==> src/rtl/dsmg_pkg.sv <==
// ----------------------------------------------------------------------------
// dsmg_pkg
// Shared types and constants of the disc stamp max grid: operation codes,
// register indexes, controller states and the command and status bundles.
// ----------------------------------------------------------------------------
package dsmg_pkg;

    localparam int POS_W  = 32;
    localparam int EXT_W  = 31;
    localparam int RAD_W  = 31;
    localparam int LVL_W  = 8;
    localparam int OP_W   = 2;
    localparam int APB_DW = 32;
    localparam int APB_AW = 4;

    typedef enum logic [OP_W-1:0] {
        OP_STAMP = 2'd0,
        OP_QUERY = 2'd1,
        OP_CLEAR = 2'd2,
        OP_NOP   = 2'd3
    } op_t;

    typedef enum logic [1:0] {
        REG_CENTRE_X = 2'd0,
        REG_CENTRE_Y = 2'd1,
        REG_EXTENT_X = 2'd2,
        REG_EXTENT_Y = 2'd3
    } reg_idx_t;

    typedef enum logic [1:0] {
        DIV_X = 2'd0,
        DIV_Y = 2'd1,
        DIV_R = 2'd2
    } div_sel_t;

    typedef enum logic [1:0] {
        SQ_R = 2'd0,
        SQ_X = 2'd1,
        SQ_Y = 2'd2
    } sq_sel_t;

    typedef enum logic [4:0] {
        S_CLEAR,
        S_IDLE,
        S_DISPATCH,
        S_DIVX,
        S_DIVXW,
        S_DIVY,
        S_DIVYW,
        S_DIVR,
        S_DIVRW,
        S_BOUNDS,
        S_CHECK,
        S_SQR,
        S_SQRW,
        S_SQX,
        S_SQXW,
        S_SQY,
        S_SQYW,
        S_INIT,
        S_READ,
        S_WRITE,
        S_QREAD,
        S_LOAD,
        S_RESULT
    } state_t;

    typedef struct packed {
        logic     load_item;
        logic     div_start;
        div_sel_t div_sel;
        logic     bounds_load;
        logic     sq_start;
        sq_sel_t  sq_sel;
        logic     scan_init;
        logic     cell_read;
        logic     cell_update;
        logic     query_read;
        logic     clr_step;
        logic     result_load;
    } cmd_t;

    typedef struct packed {
        op_t  op;
        logic div_done;
        logic sq_done;
        logic range_empty;
        logic in_area;
        logic scan_last;
        logic clr_last;
    } sts_t;

endpackage

==> src/rtl/dsmg_ctrl.sv <==
// ----------------------------------------------------------------------------
// dsmg_ctrl
// Sequencer: clearing sweep, cell mapping, disc scan, query and result.
// ----------------------------------------------------------------------------
module dsmg_ctrl (
    input  logic              clk,
    input  logic              rst_n,
    input  logic              in_valid,
    input  logic              out_ready,
    input  dsmg_pkg::sts_t    sts,
    output dsmg_pkg::cmd_t    cmd,
    output logic              in_ready,
    output logic              out_valid
);
    import dsmg_pkg::*;

    state_t state_reg, state_next;
    logic   item_reg, item_next;

    // state register
    always_ff @(posedge clk or negedge rst_n)
    begin
        if (!rst_n)
        begin
            state_reg <= S_CLEAR;
            item_reg  <= 1'b0;
        end
        else
        begin
            state_reg <= state_next;
            item_reg  <= item_next;
        end
    end

    // item in flight flag, tells a clear item from the reset sweep
    always_comb
    begin
        item_next = item_reg;
        if (state_reg == S_IDLE && in_valid)
        begin
            item_next = 1'b1;
        end
        else if (state_reg == S_RESULT && out_ready)
        begin
            item_next = 1'b0;
        end
    end

    // next state
    always_comb
    begin
        state_next = state_reg;
        unique case (state_reg)
            S_CLEAR:
            begin
                if (sts.clr_last)
                begin
                    state_next = item_reg ? S_LOAD : S_IDLE;
                end
            end
            S_IDLE:
            begin
                if (in_valid)
                begin
                    state_next = S_DISPATCH;
                end
            end
            S_DISPATCH:
            begin
                unique case (sts.op)
                    OP_STAMP: state_next = S_DIVX;
                    OP_QUERY: state_next = S_DIVX;
                    OP_CLEAR: state_next = S_CLEAR;
                    OP_NOP:   state_next = S_LOAD;
                endcase
            end
            S_DIVX:  state_next = S_DIVXW;
            S_DIVXW:
            begin
                if (sts.div_done)
                begin
                    state_next = S_DIVY;
                end
            end
            S_DIVY:  state_next = S_DIVYW;
            S_DIVYW:
            begin
                if (sts.div_done)
                begin
                    if (sts.op == OP_QUERY)
                    begin
                        state_next = sts.in_area ? S_QREAD : S_LOAD;
                    end
                    else
                    begin
                        state_next = S_DIVR;
                    end
                end
            end
            S_DIVR:  state_next = S_DIVRW;
            S_DIVRW:
            begin
                if (sts.div_done)
                begin
                    state_next = S_BOUNDS;
                end
            end
            S_BOUNDS: state_next = S_CHECK;
            S_CHECK:  state_next = sts.range_empty ? S_LOAD : S_SQR;
            S_SQR:    state_next = S_SQRW;
            S_SQRW:
            begin
                if (sts.sq_done)
                begin
                    state_next = S_SQX;
                end
            end
            S_SQX:    state_next = S_SQXW;
            S_SQXW:
            begin
                if (sts.sq_done)
                begin
                    state_next = S_SQY;
                end
            end
            S_SQY:    state_next = S_SQYW;
            S_SQYW:
            begin
                if (sts.sq_done)
                begin
                    state_next = S_INIT;
                end
            end
            S_INIT:   state_next = S_READ;
            S_READ:   state_next = S_WRITE;
            S_WRITE:  state_next = sts.scan_last ? S_LOAD : S_READ;
            S_QREAD:  state_next = S_LOAD;
            S_LOAD:   state_next = S_RESULT;
            S_RESULT:
            begin
                if (out_ready)
                begin
                    state_next = S_IDLE;
                end
            end
            default:  state_next = S_IDLE;
        endcase
    end

    // commands to the datapath
    always_comb
    begin
        cmd       = '0;
        cmd.div_sel = DIV_X;
        cmd.sq_sel  = SQ_R;
        in_ready  = 1'b0;
        out_valid = 1'b0;
        unique case (state_reg)
            S_CLEAR:    cmd.clr_step = 1'b1;
            S_IDLE:
            begin
                in_ready      = 1'b1;
                cmd.load_item = in_valid;
            end
            S_DISPATCH: cmd.div_sel = DIV_X;
            S_DIVX:
            begin
                cmd.div_start = 1'b1;
                cmd.div_sel   = DIV_X;
            end
            S_DIVXW:    cmd.div_sel = DIV_X;
            S_DIVY:
            begin
                cmd.div_start = 1'b1;
                cmd.div_sel   = DIV_Y;
            end
            S_DIVYW:    cmd.div_sel = DIV_Y;
            S_DIVR:
            begin
                cmd.div_start = 1'b1;
                cmd.div_sel   = DIV_R;
            end
            S_DIVRW:    cmd.div_sel = DIV_R;
            S_BOUNDS:   cmd.bounds_load = 1'b1;
            S_CHECK:    cmd.sq_sel = SQ_R;
            S_SQR:
            begin
                cmd.sq_start = 1'b1;
                cmd.sq_sel   = SQ_R;
            end
            S_SQRW:     cmd.sq_sel = SQ_R;
            S_SQX:
            begin
                cmd.sq_start = 1'b1;
                cmd.sq_sel   = SQ_X;
            end
            S_SQXW:     cmd.sq_sel = SQ_X;
            S_SQY:
            begin
                cmd.sq_start = 1'b1;
                cmd.sq_sel   = SQ_Y;
            end
            S_SQYW:     cmd.sq_sel = SQ_Y;
            S_INIT:     cmd.scan_init = 1'b1;
            S_READ:     cmd.cell_read = 1'b1;
            S_WRITE:    cmd.cell_update = 1'b1;
            S_QREAD:    cmd.query_read = 1'b1;
            S_LOAD:     cmd.result_load = 1'b1;
            S_RESULT:   out_valid = 1'b1;
            default:    cmd.div_sel = DIV_X;
        endcase
    end

endmodule

==> config.mk <==
export PLATFORM = sky130hd
export DESIGN_NAME = dsmg_ctrl
export DESIGN_NICKNAME = d
export VERILOG_FILES = /design/src/rtl/dsmg_pkg.sv /design/src/rtl/dsmg_ctrl.sv
export SDC_FILE = /design/constraint.sdc
export NUM_CORES = 1
export LEC_CHECK = 0
export BUFFER_PORTS_ARGS = -buffer_cell sky130_fd_sc_hd__buf_2
export CORE_UTILIZATION = 48
export CTS_BUF_LIST = sky130_fd_sc_hd__clkbuf_16
export CTS_CLUSTER_DIAMETER = 150
export DETAILED_ROUTE_END_ITERATION = 8
export PLACE_DENSITY = 0.75
export SLEW_MARGIN = 0
export SYNTH_ARGS = -nofsm -noshare
export SYNTH_HDL_FRONTEND = slang
export SYNTH_SLANG_ARGS = --single-unit
==> constraint.sdc <==
create_clock -name clk -period 2.1 [get_ports clk]
set_input_delay 0.42 -clock clk [delete_from_list [all_inputs] [get_ports clk]]
set_output_delay 0.42 -clock clk [all_outputs]
set_load 0.02 [all_outputs]
---- Word level (Yosys, flattened, before mapping) ----
Cells that the tools add are included.
cells by class
  add/sub/neg operators ................... 0
  multiply operators ...................... 0
  divide/modulo/power cells ............... 0
  magnitude comparators ................... 0
  equality and inequality tests ........... 34
  shift operators ......................... 0
  muxes and demuxes ....................... 32
  bitwise gates (word level) .............. 0
  reductions and logical operators ........ 13
operator list
  cell                                                 number
  case mux 5 bit (23 select lines)                     1
  two-way mux 5 bit                                    12
  equality test 5 x 4 -> 1 bit, second input constant  8
  equality test 5 bit, second input constant           7
  equality test 5 x 3 -> 1 bit, second input constant  4
  != test 2 bit, second input constant                 9
  two-way mux 1 bit                                    15
  case mux 5 bit (3 select lines)                      1
  equality test 5 x 2 -> 1 bit, second input constant  2
  OR reduction 2 bit                                   5
  AND reduction 9 bit                                  1
  case mux 2 bit (2 select lines)                      2
  OR reduction 3 bit                                   2
  equality test 5 x 1 -> 1 bit, second input constant  1
  zero test 5 bit                                      1
  equality test 2 bit, second input constant           2
  two-way mux 3 bit                                    1
  equality test 2 x 1 -> 1 bit, second input constant  1
  logical AND 1 bit                                    2
  zero test 2 bit                                      1
  nonzero test 2 bit                                   1
word-level totals
  register bits ........................... 6
  bits in latches ......................... 0
  bits in writable memories ............... 0
  memory bits (read-only) ................. 0
  input port bits ......................... 12
  output and inout port bits .............. 16
  logic and storage cells ................. 81
  memories ................................ 0

---- Longest topological paths before layout ----
  depth after elaboration ................. 4
  depth in mapped cells ................... 7
  gate-level depth less buffers ........... 5

---- Worst setup path before layout ----
OpenSTA, ideal clock, no wires.
  kind .................................... reg2out
  start point ............................. register state_reg[3]
  end point ............................... output port cmd[7] (netlist name)
  arrival time ............................ 1.423 ns
  required time ........................... 1.680 ns
  path slack .............................. 0.257 ns
  stages on the path, launching flop included .. 3
  buffers on the path ..................... 0
  cell sequence ........................... dfrtp_1 > or3b_1 > o32ai_1
RTL lines
  what                    RTL line         text
  from (decl)             dsmg_ctrl.sv:17  state_t state_reg, state_next;
  from (signal assigned)  dsmg_ctrl.sv:30  state_reg <= state_next;
  to (decl)               dsmg_ctrl.sv:11  output dsmg_pkg::cmd_t cmd,

==> results.py <==
metrics = {
    "run_status": {
        "status": "complete, no violations",
    },
    "clock_network": {
        "clock_latency_ps": 220,
        "post-cts-setup-buffers": 0,
        "htreeDepth": 1,
        "cts_buffers": 3,
        "cts_num_sinks": 6,
        "clk_pin_slew_worst_paths_ps": 30,
        "clock_tree.root_cell": "clkbuf_16",
        "cts_tree": "built",
        "clk_path_buf_depth": 2,
    },
    "placement": {
        "dp_cells": 146,
        "dpl.hpwl_mm": 1.73,
        "port_buffers": 27,
        "globalplace.congestion": 0.913,
    },
    "drt": {
        "drt-total-wl_mm": 2.17,
        "drt_iter0_markers": 46,
        "dr.pass1.iters": 4,
        "wire_per_inst_um": 14.6,
        "via_per_inst": 6.12,
        "vias": 912,
        "ant_nets": 0,
        "remaining_drc_errors": 0,
    },
    "timing": {
        "relSlewSlack": 0.726,
        "slew_violations": 0,
        "worstMarginPinSlew_ps": 401,
        "min_period_ps": 2040,
        "fmax_ghz": 0.490,
        "rsz0062_at_grt": "false",
        "post-route-period-util": 0.971,
        "setup_viol": 0,
        "hold_violations": 0,
        "fin_worst_skew_ps": 0.674,
        "fin_tns_setup_ps": 0,
    },
    "critical_path": {
        "reg2reg_setup_slack_ps": 250,
        "critPathArrivalTime_ps": 1620,
        "worstReg2RegEnd": "state_reg[1]",
        "path_max_fanout": 10,
        "crit_path_end_kind": "primary output",
        "crit_path_end": "cmd[7]",
        "worstSetupStartpointType": "flop",
        "critPathKind": "reg -> out",
        "cp-startpoint": "state_reg[4]",
        "r2r_cells": 5,
        "cp_data_required_time_ps": 1680,
        "timing.rr.start": "state_reg[4]",
    },
    "yosys": {
        "synth_area_leaders": "dfrtp_1 (20%), nor2_1 (8.1%), nand2_1 (5.6%), a21oi_1 (4.8%), o21ai_0 (4.1%)",
        "synth-simple-area-share": 0.399,
        "async_flop_share": 1.00,
        "synth_area_sq_um": 737,
        "synth.avg_cell_area_sq_um": 6.95,
        "synth_flop_cell": "dfrtp_1",
        "synth_top_family_by_area": "simple AND/OR/NAND/NOR gates",
        "synth_nets": 118,
        "synthCells": 106,
        "synth_edf_count": 0,
        "synth_xor_area_frac": 0.0119,
        "synth_cell_types": 40,
        "synth_seq_cells": 6,
        "yosys.area.top_type": "dfrtp_1",
        "muxShareOfSynthArea": 0.0441,
        "synthAdderAreaFrac": 0,
        "synth_compound_area_frac": 0.267,
        "yosys_warnings": 0,
        "ys_seq_area_frac": 0.204,
        "synth_top_cell_area_share": 0.204,
    },
    "floorplan": {
        "core_area_sq_mm": 0.00137,
        "fp-row-count": 13,
        "die_w_um": 41.2,
        "start_util": 0.539,
        "dieArea_sq_mm": 0.00170,
        "ios": 28,
        "die_h_um": 41.2,
    },
    "pwr": {
        "power_density_mw_per_mm2": 1550,
        "total_power_uw": 1520,
        "leakage_uw": 0.000462,
        "vdd_drop_max_v": 0.000971,
    },
    "global_routing": {
        "grtUsageTotal": 0.289,
        "overflow": 0,
        "grt_pass1_vias": 724,
        "grt_max_degree": 16,
        "grt_first_pass_wirelength_mm": 3.17,
        "antenna_found_initial": 0,
    },
    "final_layout": {
        "final_common_cell": "buf_2",
        "fill_cells": 128,
        "final_cell_mix": "buf_2 (27), nor2_1 (16), nand2_1 (11)",
        "stdcell_count": 149,
        "largest_reg_flops": 5,
        "final_util": 0.720,
        "areaGrowthSynthToFinish_pct": 33.4,
        "drive_above_1_share": 0.336,
        "layout.nets": 148,
        "antenna_cells": 0,
    },
    "job": {
        "maxCapViolCount": 0,
    },
    "min_path": {
        "min_path_type": "in -> async",
    },
}
## timing repair
action,in CTS,in global routing
endpoints found under the setup margin,1,4
hold buffers,0,0
gates resized for setup,1,2
## cell families after synthesis
| kind of cell | Yosys count |
|---|---|
| and+or+nand+nor | 56 |
| xor gates and xnor gates | 1 |
| muxes | 3 |
| DFF | 6 |
| AOI/OAI and AO/OA | 28 |
| buffers and inverters | 12 |
## worst min-delay path by stage
stage | slack [ps] | cells past startpoint | endpoint | startpoint
finish | 10 | 1 | state_reg[0] | rst_n
global route | 30 | 1 | state_reg[0] | rst_n
CTS | 20 | 1 | state_reg[1] | rst_n
detailed placement | 250 | 1 | state_reg[1] | rst_n
global placement | 250 | 1 | state_reg[1] | rst_n
floorplan | 120 | 0 | item_reg | rst_n
## synth_stat cells (all sizes together) (4+ instances only)
cell type / number
nor3: 4
nand2: 11
nor2b: 4
a21oi: 7
nand2b: 4
o21ai: 6
dfrtp: 6
nor2: 16
clkbuf: 4
buf: 6
## layout make-up
class	count	area, sq um	area share
inverters	2	7.51	0.00763
flip-flops and latches	6	153	0.155
clock buffers	3	75.1	0.0763
well taps	15	18.8	0.0191
repair buffers	35	195	0.198
multi-input cells	88	534	0.543
## critical path: stages (launching register included)
cell,delay [ps]
dfrtp_1,500
or3b_4,460
o32ai_1,230
buf_2,210
## report_power, final
| group | internal, uW | leakage, uW | switching [uW] |
|---|---|---|---|
| Clock | 244 | 0.0000370 | 57.7 |
| Sequential | 172 | 0.0000699 | 106 |
| Combinational | 402 | 0.000355 | 538 |
## stage by stage
step | hold slack, ps | setup WS (ps) | instance area, sq um
2_1_floorplan | 124 | 257 | 737
3_3_place_gp | 250 | 226 | 903
3_5_place_dp | 249 | 189 | 903
4_1_cts | 15.6 | 35.9 | 981
5_1_grt | 25.9 | 7.56 | 983
6_report | 12.7 | 61.2 | 983
## per-layer routing
layer	wire length [um]	track usage	part of all wire
met5	0	0	0
met4	25	0.0403	0.011
met2	1070	0.469	0.49
met1	902	0.397	0.41
met3	175	0.0707	0.080
No activity file was read; power rests on OpenSTA's default activity.
